--- src/sv/bpc_pkg.sv ---
// Package for the button press classifier.
// Holds widths, event codes, register indexes, reset values and the limit struct.
// No dependencies.
package bpc_pkg;

    localparam int TIME_BITS    = 32;
    localparam int LAP_BITS     = 16;
    localparam int LIMIT_BITS   = 16;
    localparam int EVENT_BITS   = 2;
    localparam int CFG_IDX_BITS = 2;

    typedef logic [EVENT_BITS-1:0]   event_t;
    typedef logic [CFG_IDX_BITS-1:0] cfg_idx_t;
    typedef logic [LIMIT_BITS-1:0]   limit_t;
    typedef logic [TIME_BITS-1:0]    time_t;
    typedef logic [LAP_BITS-1:0]     lap_t;

    localparam event_t EV_NONE      = 2'd0;
    localparam event_t EV_DOUBLE    = 2'd1;
    localparam event_t EV_LONG      = 2'd2;
    localparam event_t EV_VERY_LONG = 2'd3;

    localparam cfg_idx_t REG_SHORT_LIMIT     = 2'd0;
    localparam cfg_idx_t REG_DOUBLE_WINDOW   = 2'd1;
    localparam cfg_idx_t REG_LONG_LIMIT      = 2'd2;
    localparam cfg_idx_t REG_VERY_LONG_LIMIT = 2'd3;

    localparam limit_t RST_SHORT_LIMIT     = 16'd150;
    localparam limit_t RST_DOUBLE_WINDOW   = 16'd500;
    localparam limit_t RST_LONG_LIMIT      = 16'd3000;
    localparam limit_t RST_VERY_LONG_LIMIT = 16'd6000;

    typedef struct packed {
        limit_t short_limit;
        limit_t double_window;
        limit_t long_limit;
        limit_t very_long_limit;
    } cfg_t;

endpackage

--- src/sv/bpc_cfg_regs.sv ---
// Configuration registers of the button press classifier.
// Depends on bpc_pkg for the register indexes, reset values and cfg_t.
module bpc_cfg_regs (
    input  logic              aclk,
    input  logic              aresetn,
    input  logic              cfg_valid,
    output logic              cfg_ready,
    input  bpc_pkg::cfg_idx_t cfg_index,
    input  bpc_pkg::limit_t   cfg_data,
    output bpc_pkg::cfg_t     cfg
);

    bpc_pkg::cfg_t cfg_reg;
    bpc_pkg::cfg_t cfg_next;

    assign cfg_ready = 1'b1;
    assign cfg       = cfg_reg;

    always_comb begin
        cfg_next = cfg_reg;
        if (cfg_valid) begin
            case (cfg_index)
                bpc_pkg::REG_SHORT_LIMIT:     cfg_next.short_limit     = cfg_data;
                bpc_pkg::REG_DOUBLE_WINDOW:   cfg_next.double_window   = cfg_data;
                bpc_pkg::REG_LONG_LIMIT:      cfg_next.long_limit      = cfg_data;
                bpc_pkg::REG_VERY_LONG_LIMIT: cfg_next.very_long_limit = cfg_data;
                default:                      cfg_next = cfg_reg;
            endcase
        end
    end

    always_ff @(posedge aclk) begin
        if (!aresetn) begin
            cfg_reg.short_limit     <= bpc_pkg::RST_SHORT_LIMIT;
            cfg_reg.double_window   <= bpc_pkg::RST_DOUBLE_WINDOW;
            cfg_reg.long_limit      <= bpc_pkg::RST_LONG_LIMIT;
            cfg_reg.very_long_limit <= bpc_pkg::RST_VERY_LONG_LIMIT;
        end else begin
            cfg_reg <= cfg_next;
        end
    end

endmodule

--- src/sv/bpc_classify.sv ---
// Press tracking state and classification logic of the button press classifier.
// Depends on bpc_pkg for widths, event codes and cfg_t.
module bpc_classify (
    input  logic            aclk,
    input  logic            aresetn,
    input  logic            fire,
    input  logic            level,
    input  bpc_pkg::time_t  now,
    input  bpc_pkg::cfg_t   cfg,
    output bpc_pkg::event_t evt,
    output bpc_pkg::lap_t   lap
);

    logic           held_reg;
    logic           held_next;
    bpc_pkg::time_t start_reg;
    bpc_pkg::time_t start_next;
    logic           wait_reg;
    logic           wait_next;
    bpc_pkg::time_t release_reg;
    bpc_pkg::time_t release_next;
    bpc_pkg::lap_t  lap_reg;
    bpc_pkg::lap_t  lap_next;

    bpc_pkg::time_t dur;
    bpc_pkg::time_t gap;
    logic           is_short;
    logic           in_window;
    logic           at_long;
    logic           at_very_long;

    // Differences wrap modulo the timestamp width.
    assign dur          = now - start_reg;
    assign gap          = now - release_reg;
    assign is_short     = dur < bpc_pkg::TIME_BITS'(cfg.short_limit);
    assign in_window    = gap < bpc_pkg::TIME_BITS'(cfg.double_window);
    assign at_long      = dur >= bpc_pkg::TIME_BITS'(cfg.long_limit);
    assign at_very_long = dur >= bpc_pkg::TIME_BITS'(cfg.very_long_limit);

    always_comb begin
        held_next    = held_reg;
        start_next   = start_reg;
        wait_next    = wait_reg;
        release_next = release_reg;
        lap_next     = lap_reg;
        evt          = bpc_pkg::EV_NONE;
        if (level && !held_reg) begin
            held_next  = 1'b1;
            start_next = now;
        end else if (!level && held_reg) begin
            held_next = 1'b0;
            if (is_short) begin
                if (wait_reg && in_window) begin
                    evt       = bpc_pkg::EV_DOUBLE;
                    lap_next  = lap_reg + bpc_pkg::lap_t'(1);
                    wait_next = 1'b0;
                end else begin
                    // open a new window at this release
                    wait_next    = 1'b1;
                    release_next = now;
                end
            end else if (at_long && !at_very_long) begin
                evt = bpc_pkg::EV_LONG;
            end else if (at_very_long) begin
                evt = bpc_pkg::EV_VERY_LONG;
            end
        end
    end

    assign lap = lap_next;

    always_ff @(posedge aclk) begin
        if (!aresetn) begin
            held_reg    <= 1'b0;
            start_reg   <= '0;
            wait_reg    <= 1'b0;
            release_reg <= '0;
            lap_reg     <= '0;
        end else if (fire) begin
            held_reg    <= held_next;
            start_reg   <= start_next;
            wait_reg    <= wait_next;
            release_reg <= release_next;
            lap_reg     <= lap_next;
        end
    end

endmodule

--- src/sv/button_press_classifier.sv ---
// Button press classifier: each input word is a button level sample with a millisecond
// timestamp, and each one yields exactly one result word with the press event (none,
// double, long, very long) and the lap counter after that sample. The block is a
// two-register pipeline: the sample is captured in an input register, classified by a
// few subtractions and compares against the four limit registers, and the result is
// registered in an output register. While the result side does not stall it takes one
// word per cycle; the press state updates in the same cycle a sample is classified. The
// user must write limits through the cfg port only while no words are in flight; the
// block does not enforce this. Writes take effect on the next sample.
// Depends on bpc_pkg, bpc_cfg_regs and bpc_classify.
module button_press_classifier (
    input  logic                    aclk,
    input  logic                    aresetn,
    input  logic                    s_valid,
    output logic                    s_ready,
    input  logic                    s_button_level,
    input  logic [31:0]             s_time_ms,
    output logic                    m_valid,
    input  logic                    m_ready,
    output logic [1:0]              m_press_event,
    output logic [15:0]             m_lap_number,
    input  logic                    cfg_valid,
    output logic                    cfg_ready,
    input  logic [1:0]              cfg_index,
    input  logic [15:0]             cfg_data
);

    bpc_pkg::cfg_t   cfg;
    logic            in_valid_reg;
    logic            in_level_reg;
    bpc_pkg::time_t  in_time_reg;
    logic            out_valid_reg;
    bpc_pkg::event_t out_event_reg;
    bpc_pkg::lap_t   out_lap_reg;
    bpc_pkg::event_t evt_next;
    bpc_pkg::lap_t   lap_next;
    logic            advance;
    logic            fire;

    assign advance = !out_valid_reg || m_ready;
    assign fire    = in_valid_reg && advance;
    assign s_ready = !in_valid_reg || advance;

    bpc_cfg_regs u_cfg (
        .aclk      (aclk),
        .aresetn   (aresetn),
        .cfg_valid (cfg_valid),
        .cfg_ready (cfg_ready),
        .cfg_index (cfg_index),
        .cfg_data  (cfg_data),
        .cfg       (cfg)
    );

    bpc_classify u_classify (
        .aclk    (aclk),
        .aresetn (aresetn),
        .fire    (fire),
        .level   (in_level_reg),
        .now     (in_time_reg),
        .cfg     (cfg),
        .evt     (evt_next),
        .lap     (lap_next)
    );

    always_ff @(posedge aclk) begin
        if (!aresetn) begin
            in_valid_reg  <= 1'b0;
            out_valid_reg <= 1'b0;
        end else begin
            if (s_ready) begin
                in_valid_reg <= s_valid;
            end
            if (advance) begin
                out_valid_reg <= in_valid_reg;
            end
        end
    end

    always_ff @(posedge aclk) begin
        if (s_valid && s_ready) begin
            in_level_reg <= s_button_level;
            in_time_reg  <= bpc_pkg::TIME_BITS'(s_time_ms);
        end
        if (fire) begin
            out_event_reg <= evt_next;
            out_lap_reg   <= lap_next;
        end
    end

    assign m_valid       = out_valid_reg;
    assign m_press_event = out_event_reg;
    assign m_lap_number  = out_lap_reg;

endmodule

--- config.mk ---
export PLATFORM = sky130hd
export DESIGN_NAME = button_press_classifier
export DESIGN_NICKNAME = d
export VERILOG_FILES = /design/src/sv/bpc_pkg.sv /design/src/sv/bpc_cfg_regs.sv /design/src/sv/bpc_classify.sv /design/src/sv/button_press_classifier.sv
export SDC_FILE = /design/constraint.sdc
export NUM_CORES = 1
export LEC_CHECK = 0
export ABC_AREA = 1
export BUFFER_PORTS_ARGS = -buffer_cell sky130_fd_sc_hd__buf_2
export CORE_AREA = 2 2 163 165
export CTS_CLUSTER_SIZE = 24
export DETAILED_ROUTE_END_ITERATION = 10
export DIE_AREA = 0 0 165 167
export PLACE_DENSITY = 0.71
export SKIP_CTS_REPAIR_TIMING = 1
export SYNTH_ARGS = -nofsm -noshare
export SYNTH_HDL_FRONTEND = slang
export SYNTH_SLANG_ARGS = --single-unit
--- constraint.sdc ---
create_clock -name aclk -period 4.8 [get_ports aclk]
set_input_delay 0.48 -clock aclk [delete_from_list [all_inputs] [get_ports aclk]]
set_output_delay 0.48 -clock aclk [all_outputs]
set_load 0.01 [all_outputs]
==> results.md <==
- Die X: about 170 um
- EDFF count, synth: slightly above 50
- I/O Buffers: 75
- WP data arrival: 4580 ps
- Comb power frac: between 20% and 30%
- Synth cell types: 45
- Area leader, netlist: dfxtp_1
- Clock slew at reported path FFs: roughly 80 ps
- Synthesized area per cell: about 6.5 um^2
- Synth Instances: roughly 2200
- Synthesized flop and latch total: roughly 200
- Switching pwr: 1.52 mW
- Final period util: about nine tenths
- H-tree depth: 4
- DIE HEIGHT: around 170 um
- Min-delay src: s_time_ms[17]
- Top-area cell type share of the netlist area: between 20% and 30%
- Root buf cell: clkbuf_16
- Gr ovfl total: 0
- Initial antenna violation count: 0
- # IOs: between 70 and 80
- Detailed-placement wirelength estimate: roughly 30 mm
- Drt via density: 5.16
- Hold slack: 212 ps
- Worst path slowest cell: edfxtp_1
- Crit end category: register
- Via count: between 10000 and 15000
- Worst ir drop on vdd: about 0.25 mV
- Post-Synth Simple-Gate Area: 28.9%
- Adder-Cell Fraction of Synth Area: between 10% and 20%
- Worst Skew: between 20 and 25 ps
- Sequential share of power: between 40% and 50%
- RSZ-0062 raised after global routing: no
- Leakage: between 7 and 8 nW
- CP most frequent cell: nand3_1
- Num Clock Sinks: ~200
- Antenna diodes: 0
- Number of flip-flops in the largest register: 64
- Final Max Tran Viols: 0
- TritonCTS clock tree: yes
- Buffers & Inverters on Critical Path: 4
- Post-synth top cells: nand2_1 (601), inv_1 (435), nor2_1 (196)
- Die ar.: between 0.02 and 0.03 mm^2
- Multiplexer area fraction after synthesis: 0%
- Met3 WL: 2.09 mm
- WL met2: between 15 and 20 mm
- Synthesized cell area: about 0.014 mm^2
- Most frequent cell after synthesis: nand2_1
- Std-Cell Rows: 59
- Type of origin of the critical path: register
- Async S/R FF share, synth: 0%
- Placer congestion estimate: 0.990
- Fin. Hold Viols: 0
- RR Startpoint: in_time_reg[1]$_DFFE_PP_
- Crit path max-delay family: simple AND/OR/NAND/NOR gates
- Remaining DRCs: 0
- Max_slew headroom: between 20% and 30%
- Fin crit period: between 4000 and 5000 ps
- Fmax: 0.235 GHz
- Cts bufs inserted: 17
- DRT iter0 DRCs: about 1000
- Top sig layer: met4
- Area Growth Syn to Fin: 8.87%
- Sw frac: between 30% and 40%
- Share of layout cells above drive strength 1: 5.91%
- WL met1: around 17 mm
- Worst path required time: 5120 ps
- Worst-Skew Late Latency: ~450 ps
- Final setup viols: 0
- Clock share of power: between 30% and 40%
- Gr usage total: a little over a quarter
- Core Region: between 0.02 and 0.03 mm^2
- Max_cap viols: 0
- Routed WL: 37.9 mm
- Number of global-route vias before repair: between 10000 and 15000
- Setup TNS Final: 0 ps
- Pwr dens: roughly 290 mW/mm^2
- Ranking of synthesized cells by area: dfxtp_1 (21%), nand2_1 (16%), inv_1 (12%)
- Compound-cell area share of the yosys netlist: between 10% and 20%
- FILL cells: 2473
- Yosys warning total: 0
- Critical-path cell list: inv_1, fa_1, inv_1, nand2_1, nand3_1, nand3_1, nand2_1, xor2_1, ha_1, nand2_1, inv_1, nand3_1, o2111a_1, nand3_1, nor3_1, nand3_1, nor2_1, nand3_1, nand2_4, inv_4, nor2_1, nor2_1
- Post-synthesis sequential area ratio: roughly a third
- Clk buf depth: 2
- CP Launch Point: in_time_reg[1]$_DFFE_PP_
- CP max stage delay: 510 ps
- First-pass GRT wire length: about 60 mm
- Worst min path class: input port to register
- WL/cell: about 15 um
- XOR/XNOR share of the synthesized area: roughly 1.9%
- Slew @ Worst Pin: approximately 1200 ps
- Nets: about 2400
- Largest net degree at the start of global routing: roughly 90
- Synthesized net count: 2335
- Router iterations before antenna repair: 6
- Cell Int Power: around 2.9 mW
- Crit Path Max Fanout: 34
- Starting Density: ~54%
- Largest family of logic cells by synthesized area: simple AND/OR/NAND/NOR gates
- Crit Path Class: register to register
- Top_reg_cell synth: dfxtp_1
- Number of routed nets with antenna violations: 0
- Status: finished, final reports clean
==> power groups by stage <==
stage,logic (mW),registers [mW],clock network (mW)
global route,1.24,1.86,1.57
finish,1.09,1.85,1.49
CTS,1.08,1.85,1.51
detailed placement,1.07,1.88,0
floorplan,0.780,1.87,0
global placement,1.05,1.88,0
==> area by class of cell <==
| cell class | count | area [um^2] | share of cell area (%) |
|---|---|---|---|
| multi-input combinational | 1463 | 7630 | 50.1 |
| sequential | 199 | 4490 | 29.5 |
| inverter | 443 | 1670 | 10.9 |
| clock buffer | 17 | 425 | 2.79 |
| timing repair buffer | 81 | 420 | 2.76 |
| tap | 335 | 419 | 2.75 |
| clock inverter | 15 | 189 | 1.24 |
==> per-stage QoR <==
stage / instances / utilization, % / area (um^2) / power (mW) / worst slack (ps)
finish: 2553 / 59.2 / 15200 / 4.43 / 538
global route: 2553 / 59.2 / 15200 / 4.67 / 175
detailed placement: 2521 / 56.8 / 14600 / 2.96 / 321
CTS: 2553 / 59.2 / 15200 / 4.43 / 231
floorplan: 2150 / - / 14000 / 2.65 / 1490
global placement: 2521 / 56.8 / 14600 / 2.93 / 512
==> path summary, 6_finish.rpt <==
kind | to | slack, ps | cells after the start
setup / recovery | u_classify.release_reg[31]$_SDFFE_PN0P_ | 540 | 22
hold / removal | in_time_reg[17]$_DFFE_PP_ | 210 | 1
setup reg to reg | u_classify.release_reg[31]$_SDFFE_PN0P_ | 540 | 22
hold reg to reg | u_classify.start_reg[22]$_SDFFE_PN0P_ | 460 | 2
==> logic make-up after synthesis <==
kind of cell | Yosys count
AO/OA/AOI/OAI | 319
XOR/XNOR | 30
adder cells (fa/ha/maj) | 129
buffers and inverters | 488
flip-flops | 199
other | 1
AND/OR/NAND/NOR | 984
==> routing by layer <==
metal	vias up	GRT usage [%]
met5	-	0
met4	0	8.43
met3	41	3.74
met2	354	45.9
met1	5911	36.7
li1	6862	-
==> placed cells by master (no fill, tap or decap), types with 2 or more instances in the layout <==
cell	Yosys	final
inv_12	0	3
a21oi_1	154	154
nor4_1	3	3
edfxtp_1	51	51
buf_2	5	75
inv_8	0	4
xor2_1	27	27
clkinv_8	0	4
nand4_1	34	34
o21bai_1	5	5
buf_4	4	6
ha_1	127	127
nand3b_1	10	10
fa_1	2	2
nand2_4	2	2
nor2_1	196	196
dfxtp_1	148	148
clkinv_1	1	2
nor3_1	21	21
and2_1	8	8
inv_2	6	6
o21ai_1	20	20
a211oi_1	3	3
o211ai_1	18	18
a21o_1	2	2
clkbuf_16	0	17
o21ai_0	111	111
inv_6	0	3
nand2_1	601	601
xnor2_1	3	3
inv_1	435	435
nor2_2	4	4
nand3_1	96	96
nand2_2	3	3
(Power assumes the default switching activity.)
